`config.mk`:
```
export PLATFORM = sky130hd
export DESIGN_NAME = octal_status_line_formatter_unit
export DESIGN_NICKNAME = d
export VERILOG_FILES = /design/src/rtl/osl_pkg.sv /design/src/rtl/osl_datapath.sv /design/src/rtl/osl_controller.sv /design/src/rtl/octal_status_line_formatter_unit.sv
export SDC_FILE = /design/constraint.sdc
export NUM_CORES = 1
export LEC_CHECK = 0
export ABC_CLOCK_PERIOD_IN_PS = 5100
export BUFFER_PORTS_ARGS = -buffer_cell sky130_fd_sc_hd__buf_2
export CAP_MARGIN = 20
export CORE_UTILIZATION = 46
export CTS_BUF_LIST = sky130_fd_sc_hd__clkbuf_4 sky130_fd_sc_hd__clkbuf_8
export CTS_CLUSTER_SIZE = 8
export DETAILED_ROUTE_END_ITERATION = 16
export PLACE_DENSITY = 0.67
export REMOVE_ABC_BUFFERS = 1
export SYNTH_ARGS = -nofsm -noshare
export SYNTH_HDL_FRONTEND = slang
export SYNTH_SLANG_ARGS = --single-unit
```
`constraint.sdc`:
```
create_clock -name clock -period 5.1 [get_ports clock]
set_input_delay 1.02 -clock clock [delete_from_list [all_inputs] [get_ports clock]]
set_output_delay 1.02 -clock clock [all_outputs]
set_load 0.05 [all_outputs]
```
`src/rtl/osl_pkg.sv`:
```
package osl_pkg;

   // request modes
   localparam logic [1:0] MODE_OK  = 2'd0;
   localparam logic [1:0] MODE_ERR = 2'd1;
   localparam logic [1:0] MODE_POS = 2'd2;

   // ASCII characters of a reply line
   localparam logic [7:0] CHAR_ZERO  = 8'h30;
   localparam logic [7:0] CHAR_CR    = 8'h0D;
   localparam logic [7:0] CHAR_LF    = 8'h0A;
   localparam logic [7:0] CHAR_SPACE = 8'h20;
   localparam logic [7:0] CHAR_MINUS = 8'h2D;
   localparam logic [7:0] CHAR_O     = 8'h6F;
   localparam logic [7:0] CHAR_K     = 8'h6B;
   localparam logic [7:0] CHAR_E     = 8'h65;
   localparam logic [7:0] CHAR_R     = 8'h72;

   // a 32-bit magnitude spans eleven octal digits
   localparam int OCT_DIGITS = 11;
   localparam int CNT_W      = 4;
   localparam int MAG_W      = 3 * OCT_DIGITS;

   typedef enum logic [1:0] {
      NUM_ERR,
      NUM_TID,
      NUM_X,
      NUM_Y
   } num_sel_type;

   typedef enum logic [3:0] {
      CH_O,
      CH_K,
      CH_E,
      CH_R,
      CH_MINUS,
      CH_DIGIT,
      CH_SPACE,
      CH_CR,
      CH_LF
   } char_sel_type;

   typedef struct packed {
      logic         capture;
      logic         load;
      num_sel_type  num_sel;
      logic         shift;
      logic         emit;
      char_sel_type char_sel;
      logic         last;
   } osl_cmd_type;

   typedef struct packed {
      logic neg;
      logic top_zero;
      logic count_one;
   } osl_status_type;

endpackage

```
`src/rtl/osl_datapath.sv`:
```
module osl_datapath (
   input  logic                  clock,
   input  logic                  reset,
   input  osl_pkg::osl_cmd_type  cmd,
   output osl_pkg::osl_status_type status,
   input  logic signed [15:0]    req_error_code,
   input  logic [7:0]            req_target_id,
   input  logic signed [31:0]    req_pos_x,
   input  logic signed [31:0]    req_pos_y,
   output logic                  rsp_valid,
   output logic [7:0]            rsp_char_out,
   output logic                  rsp_last
);

   logic [15:0] err_ff;
   logic [7:0]  tid_ff;
   logic [31:0] x_ff;
   logic [31:0] y_ff;

   logic [osl_pkg::MAG_W-1:0] mag_ff;
   logic [osl_pkg::CNT_W-1:0] cnt_ff;
   logic                      neg_ff;

   logic       rsp_valid_ff;
   logic [7:0] rsp_char_ff;
   logic       rsp_last_ff;

   logic [31:0] raw;
   logic [31:0] abs_val;
   logic [7:0]  char_in;

   always_comb begin
      case (cmd.num_sel)
         osl_pkg::NUM_ERR: raw = {{16{err_ff[15]}}, err_ff};
         osl_pkg::NUM_TID: raw = {24'd0, tid_ff};
         osl_pkg::NUM_X:   raw = x_ff;
         default:          raw = y_ff;
      endcase
      // the most negative value wraps to its own unsigned magnitude
      abs_val = raw[31] ? (~raw + 32'd1) : raw;
   end

   always_comb begin
      case (cmd.char_sel)
         osl_pkg::CH_O:     char_in = osl_pkg::CHAR_O;
         osl_pkg::CH_K:     char_in = osl_pkg::CHAR_K;
         osl_pkg::CH_E:     char_in = osl_pkg::CHAR_E;
         osl_pkg::CH_R:     char_in = osl_pkg::CHAR_R;
         osl_pkg::CH_MINUS: char_in = osl_pkg::CHAR_MINUS;
         osl_pkg::CH_DIGIT:
            char_in = osl_pkg::CHAR_ZERO + {5'd0, mag_ff[osl_pkg::MAG_W-1 -: 3]};
         osl_pkg::CH_SPACE: char_in = osl_pkg::CHAR_SPACE;
         osl_pkg::CH_CR:    char_in = osl_pkg::CHAR_CR;
         default:           char_in = osl_pkg::CHAR_LF;
      endcase
   end

   always_ff @(posedge clock) begin
      if (cmd.capture) begin
         err_ff <= req_error_code;
         tid_ff <= req_target_id;
         x_ff   <= req_pos_x;
         y_ff   <= req_pos_y;
      end
      if (cmd.load) begin
         mag_ff <= {1'b0, abs_val};
         neg_ff <= raw[31];
         cnt_ff <= osl_pkg::CNT_W'(osl_pkg::OCT_DIGITS);
      end else if (cmd.shift) begin
         // advance to the next octal digit
         mag_ff <= {mag_ff[osl_pkg::MAG_W-4:0], 3'd0};
         cnt_ff <= cnt_ff - osl_pkg::CNT_W'(1);
      end
      rsp_char_ff <= char_in;
      rsp_last_ff <= cmd.last;
   end

   always_ff @(posedge clock) begin
      if (reset) begin
         rsp_valid_ff <= 1'b0;
      end else begin
         rsp_valid_ff <= cmd.emit;
      end
   end

   assign status.neg       = neg_ff;
   assign status.top_zero  = (mag_ff[osl_pkg::MAG_W-1 -: 3] == 3'd0);
   assign status.count_one = (cnt_ff == osl_pkg::CNT_W'(1));

   assign rsp_valid    = rsp_valid_ff;
   assign rsp_char_out = rsp_char_ff;
   assign rsp_last     = rsp_last_ff;

endmodule

```
`src/rtl/osl_controller.sv`:
```
module osl_controller (
   input  logic                   clock,
   input  logic                   reset,
   input  logic                   start,
   input  logic [1:0]             req_mode,
   output logic                   busy,
   output osl_pkg::osl_cmd_type   cmd,
   input  osl_pkg::osl_status_type status
);

   typedef enum logic [3:0] {
      ST_IDLE,
      ST_OK_O,
      ST_OK_K,
      ST_ERR_E,
      ST_ERR_R1,
      ST_ERR_R2,
      ST_LOAD,
      ST_SIGN,
      ST_SKIP,
      ST_DIGIT,
      ST_SPACE,
      ST_CR,
      ST_LF
   } state_type;

   state_type             state_ff, state_in;
   osl_pkg::num_sel_type  num_sel_ff, num_sel_in;

   always_comb begin
      state_in     = state_ff;
      num_sel_in   = num_sel_ff;
      cmd          = '0;
      cmd.num_sel  = num_sel_ff;
      cmd.char_sel = osl_pkg::CH_LF;
      unique case (state_ff)
         ST_IDLE: begin
            cmd.capture = start;
            if (start) begin
               case (req_mode)
                  osl_pkg::MODE_OK:  state_in = ST_OK_O;
                  osl_pkg::MODE_ERR: begin
                     state_in   = ST_ERR_E;
                     num_sel_in = osl_pkg::NUM_ERR;
                  end
                  osl_pkg::MODE_POS: begin
                     state_in   = ST_LOAD;
                     num_sel_in = osl_pkg::NUM_TID;
                  end
                  // unused mode: drop the request
                  default: state_in = ST_IDLE;
               endcase
            end
         end
         ST_OK_O: begin
            cmd.emit = 1'b1; cmd.char_sel = osl_pkg::CH_O; state_in = ST_OK_K;
         end
         ST_OK_K: begin
            cmd.emit = 1'b1; cmd.char_sel = osl_pkg::CH_K; state_in = ST_CR;
         end
         ST_ERR_E: begin
            cmd.emit = 1'b1; cmd.char_sel = osl_pkg::CH_E; state_in = ST_ERR_R1;
         end
         ST_ERR_R1: begin
            cmd.emit = 1'b1; cmd.char_sel = osl_pkg::CH_R; state_in = ST_ERR_R2;
         end
         ST_ERR_R2: begin
            cmd.emit = 1'b1; cmd.char_sel = osl_pkg::CH_R; state_in = ST_LOAD;
         end
         ST_LOAD: begin
            cmd.load = 1'b1;
            state_in = ST_SIGN;
         end
         ST_SIGN: begin
            cmd.emit     = status.neg;
            cmd.char_sel = osl_pkg::CH_MINUS;
            state_in     = ST_SKIP;
         end
         ST_SKIP: begin
            // drop leading zeros, keep at least one digit
            if (status.top_zero && !status.count_one) begin
               cmd.shift = 1'b1;
            end else begin
               state_in = ST_DIGIT;
            end
         end
         ST_DIGIT: begin
            cmd.emit     = 1'b1;
            cmd.shift    = 1'b1;
            cmd.char_sel = osl_pkg::CH_DIGIT;
            if (status.count_one) begin
               if (num_sel_ff == osl_pkg::NUM_TID || num_sel_ff == osl_pkg::NUM_X) begin
                  state_in = ST_SPACE;
               end else begin
                  state_in = ST_CR;
               end
            end
         end
         ST_SPACE: begin
            cmd.emit     = 1'b1;
            cmd.char_sel = osl_pkg::CH_SPACE;
            num_sel_in   = (num_sel_ff == osl_pkg::NUM_TID) ? osl_pkg::NUM_X
                                                            : osl_pkg::NUM_Y;
            state_in     = ST_LOAD;
         end
         ST_CR: begin
            cmd.emit = 1'b1; cmd.char_sel = osl_pkg::CH_CR; state_in = ST_LF;
         end
         ST_LF: begin
            cmd.emit     = 1'b1;
            cmd.char_sel = osl_pkg::CH_LF;
            cmd.last     = 1'b1;
            state_in     = ST_IDLE;
         end
         default: state_in = ST_IDLE;
      endcase
   end

   always_ff @(posedge clock) begin
      if (reset) begin
         state_ff   <= ST_IDLE;
         num_sel_ff <= osl_pkg::NUM_ERR;
      end else begin
         state_ff   <= state_in;
         num_sel_ff <= num_sel_in;
      end
   end

   assign busy = (state_ff != ST_IDLE);

endmodule

```
`src/rtl/octal_status_line_formatter_unit.sv`:
```
// Formats one status request into an ASCII reply line, one character per beat on
// rsp_char_out with rsp_valid high for one cycle; rsp_last marks the closing line
// feed. The receiver cannot stall, so it must take a beat in every cycle that
// rsp_valid is high. A request is taken when start is high and busy is low; mode 3
// is taken and produces no beat. Each number is scanned over all eleven octal
// positions of a 32-bit value: the load and sign states come first, then the scan
// state drops each leading zero and exits to the digit state, which emits the
// remaining digits; the sign state is passed whether or not the number carries a
// minus sign. Characters of one line may be spaced apart by these states.
module octal_status_line_formatter_unit (
   input  logic               clock,
   input  logic               reset,
   input  logic               start,
   output logic               busy,
   input  logic [1:0]         req_mode,
   input  logic signed [15:0] req_error_code,
   input  logic [7:0]         req_target_id,
   input  logic signed [31:0] req_pos_x,
   input  logic signed [31:0] req_pos_y,
   output logic               rsp_valid,
   output logic [7:0]         rsp_char_out,
   output logic               rsp_last
);

   osl_pkg::osl_cmd_type    cmd;
   osl_pkg::osl_status_type status;

   osl_controller u_ctrl (
      .clock    (clock),
      .reset    (reset),
      .start    (start),
      .req_mode (req_mode),
      .busy     (busy),
      .cmd      (cmd),
      .status   (status)
   );

   osl_datapath u_dp (
      .clock          (clock),
      .reset          (reset),
      .cmd            (cmd),
      .status         (status),
      .req_error_code (req_error_code),
      .req_target_id  (req_target_id),
      .req_pos_x      (req_pos_x),
      .req_pos_y      (req_pos_y),
      .rsp_valid      (rsp_valid),
      .rsp_char_out   (rsp_char_out),
      .rsp_last       (rsp_last)
   );

endmodule
```
==> flow_metrics.py, run 1 <==
metrics = {
    "clocking": {
        "root_buffer": "clkbuf_8",
        "cts_buffers": 17,
        "ctsLongestPathBuffers": 2,
        "cts.clk_slew.worst_paths_ns": 0.08,
        "cts_hold_buf": 0,
        "cts-resized-gates": 0,
        "cts_tree": "done",
        "cts_setup_buffers": 0,
        "insertion_delay_ns": 0.45,
        "clock_sinks": 141,
        "cts_max_level": 4,
    },
    "critical_path": {
        "slowest_stage": "nor4b_2",
        "cp.arrival_ns": 4.30,
        "end_kind": "flip-flop",
        "cp_num_buf_inv": 1,
        "path_class": "reg -> reg",
        "worst-r2r-setup-slack_ns": 0.97,
        "crit_top_cell": "o21ai_0",
        "worstPathMaxFanout": 25,
        "cp-startpoint": "u_ctrl.num_sel_ff[0]$_SDFFE_PP0P_",
        "cp-start-kind": "flip-flop",
        "critPathRequiredTime_ns": 5.26,
        "cpPeakStageDelay_ns": 0.72,
        "cp_top_family": "simple AND/OR/NAND/NOR gates",
        "reg2reg_from": "u_ctrl.num_sel_ff[0]$_SDFFE_PP0P_",
        "worstPathCellList": "ha_1, clkinv_1, o21ai_0, nand3_1, nor4b_2, a21oi_1, xnor2_1, o21ai_0",
    },
    "synth": {
        "synth_edf_count": 121,
        "synth_area_um2": 6450,
        "syn_avg_cell_area_um2": 11.5,
        "netlist_instances": 561,
        "synth_warnings": 0,
        "synth_area_leaders": "edfxtp_1, dfxtp_1, o21ai_0",
        "synth_top_area_share": 0.564,
        "ys.flop_type": "edfxtp_1",
        "ys_seq_area_frac": 0.626,
        "ys_async_sr_fraction": 0,
        "yosys.area.top_type": "edfxtp_1",
        "ys_ff_latch": 141,
        "synth.distinct_cells": 62,
    },
    "placed_design": {
        "dp_hpwl_um": 8830,
        "port_buffers": 102,
        "dp_worst_setup_slack_ns": 0.909,
        "gp_congestion": 0.817,
    },
    "timing": {
        "max_freq_mhz": 242,
        "skew_ns": 0.00825,
        "rsz0062_at_grt": "false",
        "slew_headroom": 0.276,
        "final.min_clock_period_ns": 4.13,
        "hold_violations": 0,
        "fin_tns_setup_ns": 0,
        "finalWorstSetupSlack_ns": 0.967,
        "worst_pin_slew_ns": 1.08,
        "report.final.slew_viol_count": 0,
        "setup_violations": 0,
        "post-route-period-util": 0.810,
    },
    "route": {
        "vias_per_cell": 5.40,
        "wl_per_cell_um": 15.5,
        "routed_wirelength_um": 13100,
        "drc_errors": 0,
        "first_pass_iters": 5,
        "drt-initial-drc-count": 382,
        "vias": 4560,
        "ant_nets": 0,
    },
    "cells_and_area": {
        "drive_above_1_share": 0.225,
        "nFillCells": 1175,
        "n_antenna_cell": 0,
        "syn_to_final_growth_pct": 16.8,
        "layout.nets": 760,
    },
    "floorplan": {
        "die_y_um": 120,
        "coreArea_um2": 13500,
        "num_io_pins": 104,
        "initial_core_util": 0.479,
        "design.die.area_um2": 14500,
        "die_x_um": 120,
        "fp-row-count": 42,
    },
    "grt": {
        "grt_pass1_vias": 4522,
        "grt_max_degree": 89,
        "grt_antenna_before_repair": 0,
        "grt_pass1_wl_um": 21600,
        "grt-ovfl-total": 0,
        "grt_use_total": 0.192,
    },
    "pwr": {
        "peakVddDrop_v": 0.000282,
        "leakagePower_nw": 2.83,
        "powerDensity_nw_per_um2": 594,
        "power_mw": 4.47,
    },
    "outcome": {
        "outcome": "completed",
    },
    "worst_hold_path": {
        "hp-start": "u_dp.mag_ff[29]$_DFFE_PP_",
        "hold_path.class": "reg -> reg",
    },
    "flow_run": {
        "maxCapViolCount": 0,
    },
}
==> cells in the mapped netlist, types with 2 or more instances <==
library cell and n:
or2_2 2, buf_1 5, nand2_1 68, inv_1 13
o21ai_1 8, nand3_1 3, nand4_1 3, mux2i_1 2
or4_1 2, o22ai_1 5, and3_1 7, nor2_1 45
a22oi_1 4, a221o_1 6, mux2_2 2, a211oi_1 3
dfxtp_1 20, o21a_1 3, a21oi_1 38, ha_1 12
edfxtp_1 121, a31oi_1 3, o21ai_0 56, nand2b_1 7
xnor2_1 21, nor4_1 4, or3_1 2, and2_1 3
buf_2 4, a222oi_1 7, nor3_1 9, xor2_1 10
a221oi_1 4, clkbuf_1 22, a21o_1 2, nor2b_1 9
==> path summary, 6_finish.rpt <==
path	end	cells past startpoint
max reg2reg	u_dp.mag_ff[15]$_DFFE_PP_	8
max	u_dp.mag_ff[15]$_DFFE_PP_	8
min	u_dp.mag_ff[32]$_SDFFE_PP0P_	2
min reg2reg	u_dp.mag_ff[32]$_SDFFE_PP0P_	2
==> power breakdown <==
group          switching (mW)  internal (mW)
clock network           0.428          0.480
registers               0.173           1.70
logic                    1.08          0.614
total                    1.68           2.79
==> layout by cell type, fill, tap and decap left out, drive strengths merged, types with 4 or more instances in the layout <==
cell / count
a21oi: 38
a221o: 6
a221oi: 4
a222oi: 7
a22oi: 4
and3: 7
buf: 108
clkbuf: 17
clkinv: 7
clkinvlp: 5
dfxtp: 20
edfxtp: 121
ha: 12
inv: 14
nand2: 68
nand2b: 7
nor2: 45
nor2b: 9
nor3: 9
nor4: 4
o21ai: 64
o22ai: 5
xnor2: 21
xor2: 10
==> routing by layer <==
| layer | vias up | track usage | share of wire | wire [µm] |
|---|---|---|---|---|
| li1 | 2258 | - | - | - |
| met1 | 2148 | 0.241 | 0.43 | 5670 |
| met2 | 131 | 0.324 | 0.50 | 6530 |
| met3 | 23 | 0.0439 | 0.049 | 644 |
| met4 | 0 | 0.0748 | 0.017 | 223 |
| met5 | - | 0 | 0 | 0 |
==> through the flow <==
stage / cells / util / hold slack, ns / instance area, µm²
floorplan: 528 / - / 0.456 / 6310
global placement: 810 / 0.526 / 0.497 / 7080
detailed placement: 810 / 0.526 / 0.508 / 7080
CTS: 842 / 0.557 / 0.528 / 7490
global route: 844 / 0.560 / 0.533 / 7530
finish: 844 / 0.560 / 0.512 / 7530
==> flip-flops by register name, indices dropped and copies added, names as in the netlist, 4 cells and up <==
register and flops:
u_ctrl.state_ff 4, u_dp.cnt_ff 4, u_dp.err_ff 16, u_dp.mag_ff 33, u_dp.rsp_char_out 7, u_dp.tid_ff 8, u_dp.x_ff 32, u_dp.y_ff 32
==> cells by family after synthesis <==
family / share of synthesized area
fa+ha+maj: 0.0233
xor+xnor: 0.0421
buf+inv: 0.0299
simple gates: 0.124
compound gates: 0.147
mux: 0.00660
flops: 0.626
other cells: 0.000582
==> worst reg2reg max path, delay by kind of cell, from the launching register on <==
| kind | cells | cell delay [ns] |
|---|---|---|
| AOI/OAI and AO/OA | 3 | 0.91 |
| DFF | 1 | 0.38 |
| adders and majority gates | 1 | 0.71 |
| and+or+nand+nor | 2 | 0.95 |
| buffers and inverters | 1 | 0.70 |
| xor gates and xnor gates | 1 | 0.19 |
==> final cells by class <==
| type | instances | area, µm² | area share |
|---|---|---|---|
| Clock buffer | 17 | 234 | 0.0311 |
| Inverter | 14 | 52.6 | 0.00698 |
| Tap cell | 176 | 220 | 0.0292 |
| Clock inverter | 15 | 173 | 0.0229 |
| Multi-Input combinational cell | 373 | 2230 | 0.297 |
| Sequential cell | 141 | 4030 | 0.536 |
| Timing Repair Buffer | 108 | 583 | 0.0774 |
Power figures use the tool's default switching activity.
==> inputs of run 2 (changes only) <==
Settings changed: ABC_CLOCK_PERIOD_IN_PS 5100 to 4300.
Clock period 5.1 ns to 4.3 ns, I/O delays scaled along.
==> run 2 against run 1 <==
Effect of this change:
- die area is the same
- combinational power grew 17%
- sequential share of layout area is the same
- cell area is the same
- highest routed layer unchanged
- wire length shrank 0.58%
- clock power grew 17%
- non-clock buffer count grew 3
- final cell count grew 0.24%
- clock skew grew 0.0032 ns
- fmax grew 11%
==> flow_metrics.py, run 2 (synthesized netlist as in run 1, its figures left out) <==
metrics = {
    "outcome": {
        "outcome": "completed",
    },
    "floorplan": {
        "die_y_um": 120,
        "die_x_um": 120,
        "initial_core_util": 0.479,
        "design.die.area_um2": 14500,
        "coreArea_um2": 13500,
        "num_io_pins": 104,
        "fp-row-count": 42,
    },
    "worst_hold_path": {
        "min_to": "u_dp.mag_ff[32]$_SDFFE_PP0P_",
        "hp-start": "u_dp.mag_ff[29]$_DFFE_PP_",
        "hold_depth": 2,
        "hold_path.class": "reg -> reg",
    },
    "critical_path": {
        "critPathRequiredTime_ns": 4.48,
        "worst-r2r-cell-count": 9,
        "end_kind": "flip-flop",
        "reg2reg_from": "u_ctrl.num_sel_ff[0]$_SDFFE_PP0P_",
        "cp-start-kind": "flip-flop",
        "cp-startpoint": "u_ctrl.num_sel_ff[0]$_SDFFE_PP0P_",
        "cp.arrival_ns": 3.90,
        "path_class": "reg -> reg",
        "worstPathMaxFanout": 22,
        "rr_endpoint": "u_dp.mag_ff[22]$_DFFE_PP_",
        "worst-r2r-setup-slack_ns": 0.58,
    },
    "timing": {
        "setup_violations": 0,
        "skew_ns": 0.0115,
        "report.final.slew_viol_count": 0,
        "slew_headroom": 0.438,
        "post-route-period-util": 0.866,
        "hold_violations": 0,
        "rsz0062_at_grt": "false",
        "worst_pin_slew_ns": 0.843,
        "final.min_clock_period_ns": 3.72,
        "max_freq_mhz": 268,
        "fin_tns_setup_ns": 0,
    },
    "pwr": {
        "peakVddDrop_v": 0.000360,
        "powerDensity_nw_per_um2": 700,
        "leakagePower_nw": 2.84,
        "power_mw": 5.27,
    },
    "clocking": {
        "cts_buffers": 17,
        "ctsLongestPathBuffers": 2,
        "cts_hold_buf": 0,
        "cts-resized-gates": 0,
        "clock_sinks": 141,
        "root_buffer": "clkbuf_8",
        "cts.clk_slew.worst_paths_ns": 0.08,
        "cts_max_level": 4,
        "cts_tree": "done",
        "cts_setup_buffers": 0,
        "insertion_delay_ns": 0.45,
    },
    "flow_run": {
        "maxCapViolCount": 0,
    },
    "route": {
        "wl_per_cell_um": 15.4,
        "vias_per_cell": 5.38,
        "drt-initial-drc-count": 311,
        "ant_nets": 0,
        "vias": 4555,
        "drc_errors": 0,
        "first_pass_iters": 7,
        "routed_wirelength_um": 13000,
    },
    "cells_and_area": {
        "drive_above_1_share": 0.224,
        "regMostFlops": "u_dp.mag_ff",
        "largest_reg_flops": 33,
        "final_common_cell": "edfxtp_1",
        "final_cell_mix": "edfxtp_1, buf_2, nand2_1",
        "layout.nets": 763,
        "final_cell_area_um2": 7530,
        "postLayoutCoreUtil": 0.560,
        "reg.largest.list": "u_dp.mag_ff: 33 flops, u_dp.x_ff: 32 flops, u_dp.y_ff: 32 flops",
        "n_antenna_cell": 0,
        "nFillCells": 1188,
        "syn_to_final_growth_pct": 16.8,
    },
    "placed_design": {
        "place_area_um2": 7110,
        "port_buffers": 102,
        "dp_hpwl_um": 8970,
        "gp_congestion": 0.813,
    },
    "grt": {
        "grt_antenna_before_repair": 0,
        "grt_max_degree": 89,
        "grt_use_total": 0.191,
        "grt_pass1_wl_um": 21200,
        "grt_pass1_vias": 4451,
        "grt-ovfl-total": 0,
    },
}
-- run 2: changes by cell type in the layout (fill, tap and decap cells not counted) --
cell        previous run  this run
buf_4                  4         8
clkinv_4               2         1
clkbuf_4               0         1
clkinv_2               3         2
buf_8                  1         0
clkinv_1               2         4
inv_6                  1         0
clkinvlp_4             5         4
-- run 2: through the flow --
step | std cells | worst slack (ns) | hold WS, ns
6_report | 846 | 0.575 | 0.492
5_1_grt | 846 | 0.284 | 0.508
4_1_cts | 845 | 0.575 | 0.493
3_5_place_dp | 814 | 0.583 | 0.478
3_3_place_gp | 814 | 0.777 | 0.471
2_1_floorplan | 528 | 0.267 | 0.456
-- run 2: report_power, final --
part	internal (mW)	switching [mW]
sequential	2.02	0.220
combinational	0.734	1.24
clock	0.567	0.488
-- run 2: cell type report --
class	count	area, µm²	area share
Multi-Input combinational cell	373	2230	0.297
Timing Repair Buffer	111	598	0.0794
Clock buffer	18	241	0.0321
Tap cell	176	220	0.0292
Sequential cell	141	4030	0.536
Inverter	14	52.6	0.00698
Clock inverter	13	150	0.0199
-- run 2: layer usage --
metal / vias up / global-route usage / wire length (µm)
met4: 0 / 0.0795 / 263
li1: 2263 / - / -
met2: 148 / 0.315 / 6290
met5: - / 0 / 0
met3: 22 / 0.0420 / 651
met1: 2122 / 0.244 / 5790
-- run 2: worst max path at each step --
stage	endpoint	slack, ns	cells after the start
floorplan	u_dp.mag_ff[0]$_SDFFCE_PN0P_	0.27	3
global placement	u_dp.mag_ff[22]$_DFFE_PP_	0.78	9
detailed placement	u_dp.mag_ff[22]$_DFFE_PP_	0.58	9
CTS	u_dp.mag_ff[22]$_DFFE_PP_	0.58	9
global route	u_dp.mag_ff[22]$_DFFE_PP_	0.28	9
finish	u_dp.mag_ff[22]$_DFFE_PP_	0.58	9
-- run 2: worst max-delay path: stages, from the launching register on --
cell and delay, ns:
dfxtp_1 0.39, inv_1 0.09, ha_1 0.50, a222oi_1 0.53, a32oi_1 0.21, or3_4 0.41
or4_1 0.71, o41a_1 0.38, xnor2_1 0.15, o21ai_1 0.07
==> inputs of run 3 (changes only) <==
Settings changed: ABC_AREA from default to 1, CORE_UTILIZATION 46 to 25, PLACE_DENSITY 0.67 to default.
==> run 3 against run 2 <==
Effect of this change:
- worst setup slack gained 0.76 ns
- fmax grew 26%
- count of clock-buffer cells in the layout shrank 1
- global-route usage shrank 7.2 points
- non-clock buffer count shrank 1
- first-iteration DRC count shrank 3.5%
- clock power grew 9%
- total power shrank 1.0%
- cell area grew 8.0%
- sequential share of layout area shrank 4.0 points
- combinational power is essentially flat
- utilization shrank 25 points
- critical path type unchanged
- largest cell class unchanged
- largest power group unchanged
==> flow_metrics.py, run 3 <==
metrics = {
    "floorplan": {
        "design.die.area_um2": 27800,
        "die_x_um": 167,
        "die_y_um": 167,
        "initial_core_util": 0.257,
        "num_io_pins": 104,
        "fp-row-count": 59,
        "coreArea_um2": 26400,
    },
    "clocking": {
        "cts_setup_buffers": 0,
        "cts.clk_slew.worst_paths_ns": 0.09,
        "cts_hold_buf": 0,
        "root_buffer": "clkbuf_8",
        "clock_sinks": 141,
        "cts_tree": "done",
        "cts_buffers": 17,
        "cts_max_level": 4,
        "insertion_delay_ns": 0.46,
        "cts-resized-gates": 0,
        "ctsLongestPathBuffers": 2,
    },
    "cells_and_area": {
        "final_common_cell": "nand2_1",
        "final_cell_mix": "nand2_1, edfxtp_1, buf_2",
        "reg.largest.list": "u_dp.mag_ff: 33 flops, u_dp.x_ff: 32 flops, u_dp.y_ff: 32 flops",
        "n_antenna_cell": 0,
        "regMostFlops": "u_dp.mag_ff",
        "layout.nets": 941,
        "largest_reg_flops": 33,
        "syn_to_final_growth_pct": 20.0,
        "finalNonFillerCells": 1184,
        "drive_above_1_share": 0.191,
    },
    "grt": {
        "grt_pass1_vias": 5000,
        "grt_antenna_before_repair": 0,
        "grt_pass1_wl_um": 25800,
        "grt-ovfl-total": 0,
        "grt_max_degree": 64,
        "grt_use_total": 0.119,
    },
    "critical_path": {
        "path_class": "reg -> reg",
        "slowest_stage": "inv_2",
        "crit_top_cell": "nand2_1",
        "end_kind": "flip-flop",
        "reg2reg_from": "u_ctrl.num_sel_ff[0]$_SDFFE_PP0P_",
        "cp-startpoint": "u_ctrl.num_sel_ff[0]$_SDFFE_PP0P_",
        "cpPeakStageDelay_ns": 0.42,
        "worstPathMaxFanout": 33,
        "cp-start-kind": "flip-flop",
        "critPathRequiredTime_ns": 4.52,
        "worstPathCellList": "ha_1, inv_2, nand2_2, o22ai_4, inv_2, nand2_1, nand2_1, nor2_4, inv_2, nor2_1, nand2_1, nand3_1, nand2_1",
        "cp.arrival_ns": 3.19,
    },
    "synth": {
        "yosysMostFrequentCell": "nand2_1",
        "synth_warnings": 0,
        "syn_avg_cell_area_um2": 9.31,
        "yosys.area.top_type": "edfxtp_1",
        "synth_area_leaders": "edfxtp_1, nand2_1, dfxtp_1",
        "netlist_instances": 728,
        "synth_top_area_share": 0.536,
        "synth_edf_count": 121,
        "synth_common_cells": "nand2_1, edfxtp_1, nor2_1, nand3_1, inv_1",
        "ys.flop_type": "edfxtp_1",
        "synth.distinct_cells": 42,
        "ys_async_sr_fraction": 0,
        "ys_ff_latch": 141,
        "ys_seq_area_frac": 0.595,
        "synth_area_um2": 6780,
    },
    "timing": {
        "setup_violations": 0,
        "hold_violations": 0,
        "max_freq_mhz": 337,
        "finalWorstSetupSlack_ns": 1.34,
        "post-route-period-util": 0.689,
        "skew_ns": 0.0210,
        "final.min_clock_period_ns": 2.96,
        "rsz0062_at_grt": "false",
        "report.final.slew_viol_count": 0,
        "slew_headroom": 0.467,
        "worst_pin_slew_ns": 0.797,
    },
    "route": {
        "wl_per_cell_um": 13.5,
        "vias_per_cell": 4.31,
        "drt-initial-drc-count": 300,
        "met3_length_um": 669,
        "wl_met2_um": 7630,
        "vias": 5102,
        "routed_wirelength_um": 16000,
        "highest_layer": "met4",
        "first_pass_iters": 5,
        "wl_met1_um": 7580,
        "drc_errors": 0,
        "ant_nets": 0,
    },
    "placed_design": {
        "port_buffers": 102,
        "gp_congestion": 0.882,
        "dp_worst_setup_slack_ns": 1.18,
        "place_inst": 1151,
        "dp_hpwl_um": 11600,
    },
    "flow_run": {
        "maxCapViolCount": 0,
    },
    "pwr": {
        "leakagePower_nw": 3.44,
        "powerDensity_nw_per_um2": 641,
        "peakVddDrop_v": 0.000243,
        "power_mw": 5.22,
    },
    "worst_hold_path": {
        "hp-start": "u_dp.cnt_ff[1]$_SDFFE_PP1P_",
        "hold_path.class": "reg -> reg",
    },
    "outcome": {
        "outcome": "completed",
    },
}
run 3: cell count changes after synthesis, moves of 7 or more:
| cell | delta |
|---|---|
| a21oi_1 | -30 |
| a222oi_1 | -7 |
| and3_1 | -7 |
| buf_2 | +7 |
| clkbuf_1 | -15 |
| inv_1 | +35 |
| nand2_1 | +177 |
| nand2b_1 | -7 |
| nand3_1 | +49 |
| nor2_1 | +33 |
| nor2b_1 | -9 |
| o21ai_0 | -33 |
| or2_1 | +15 |
| xnor2_1 | -15 |
run 3: through the flow:
stage / util / cell area, µm² / hold slack [ns] / TNS [ns]
6_report: 0.309 / 8130 / 0.485 / 0
5_1_grt: 0.309 / 8130 / 0.530 / 0
4_1_cts: 0.308 / 8110 / 0.490 / 0
3_5_place_dp: 0.291 / 7680 / 0.469 / 0
3_3_place_gp: 0.291 / 7680 / 0.458 / 0
2_1_floorplan: - / 6680 / 0.445 / -83.84
run 3: cell families after synthesis:
group | count (synthesis) | share of synthesized area
and+or+nand+nor | 425 | 0.266
adders and majority gates | 12 | 0.0222
buffers and inverters | 75 | 0.0447
other | 1 | 0.000553
AOI/OAI and AO/OA | 63 | 0.0574
DFF | 141 | 0.595
xor gates and xnor gates | 11 | 0.0142
run 3: worst max-delay path: cells and delay by family, from the launching register on:
kind                       cells  cell delay, ns
and+or+nand+nor                8            1.02
buffers and inverters          3            0.79
DFF                            1            0.34
AOI/OAI and AO/OA              1            0.32
adders and majority gates      1            0.23
run 3: power breakdown:
group          switching [mW]  total, mW  internal [mW]
Sequential              0.111       2.06           1.95
Clock                   0.612       1.16          0.549
Combinational            1.43       2.00          0.571
Total                    2.15       5.22           3.07
run 3: metal layers:
metal / global-route usage / vias up
met2: 0.197 / 124
li1: - / 2634
met4: 0.0322 / 0
met5: 0 / -
met1: 0.155 / 2333
met3: 0.0269 / 11
run 3: path summary, 6_finish.rpt:
path / slack (ns) / depth (start not counted) / to
worst max register to register: 1.34 / 13 / u_dp.mag_ff[14]$_DFFE_PP_
worst max-delay path: 1.34 / 13 / u_dp.mag_ff[14]$_DFFE_PP_
worst min-delay path: 0.48 / 2 / u_dp.cnt_ff[1]$_SDFFE_PP1P_
worst min register to register: 0.48 / 2 / u_dp.cnt_ff[1]$_SDFFE_PP1P_
run 3: area by class of cell:
| class | count | area [µm²] |
|---|---|---|
| well taps | 335 | 419 |
| clock inverters | 15 | 194 |
| repair buffers | 110 | 603 |
| inverters | 54 | 203 |
| flip-flops and latches | 141 | 4030 |
| multi-input cells | 512 | 2450 |
| clock buffers | 17 | 234 |
| fillers | 2732 | 18200 |
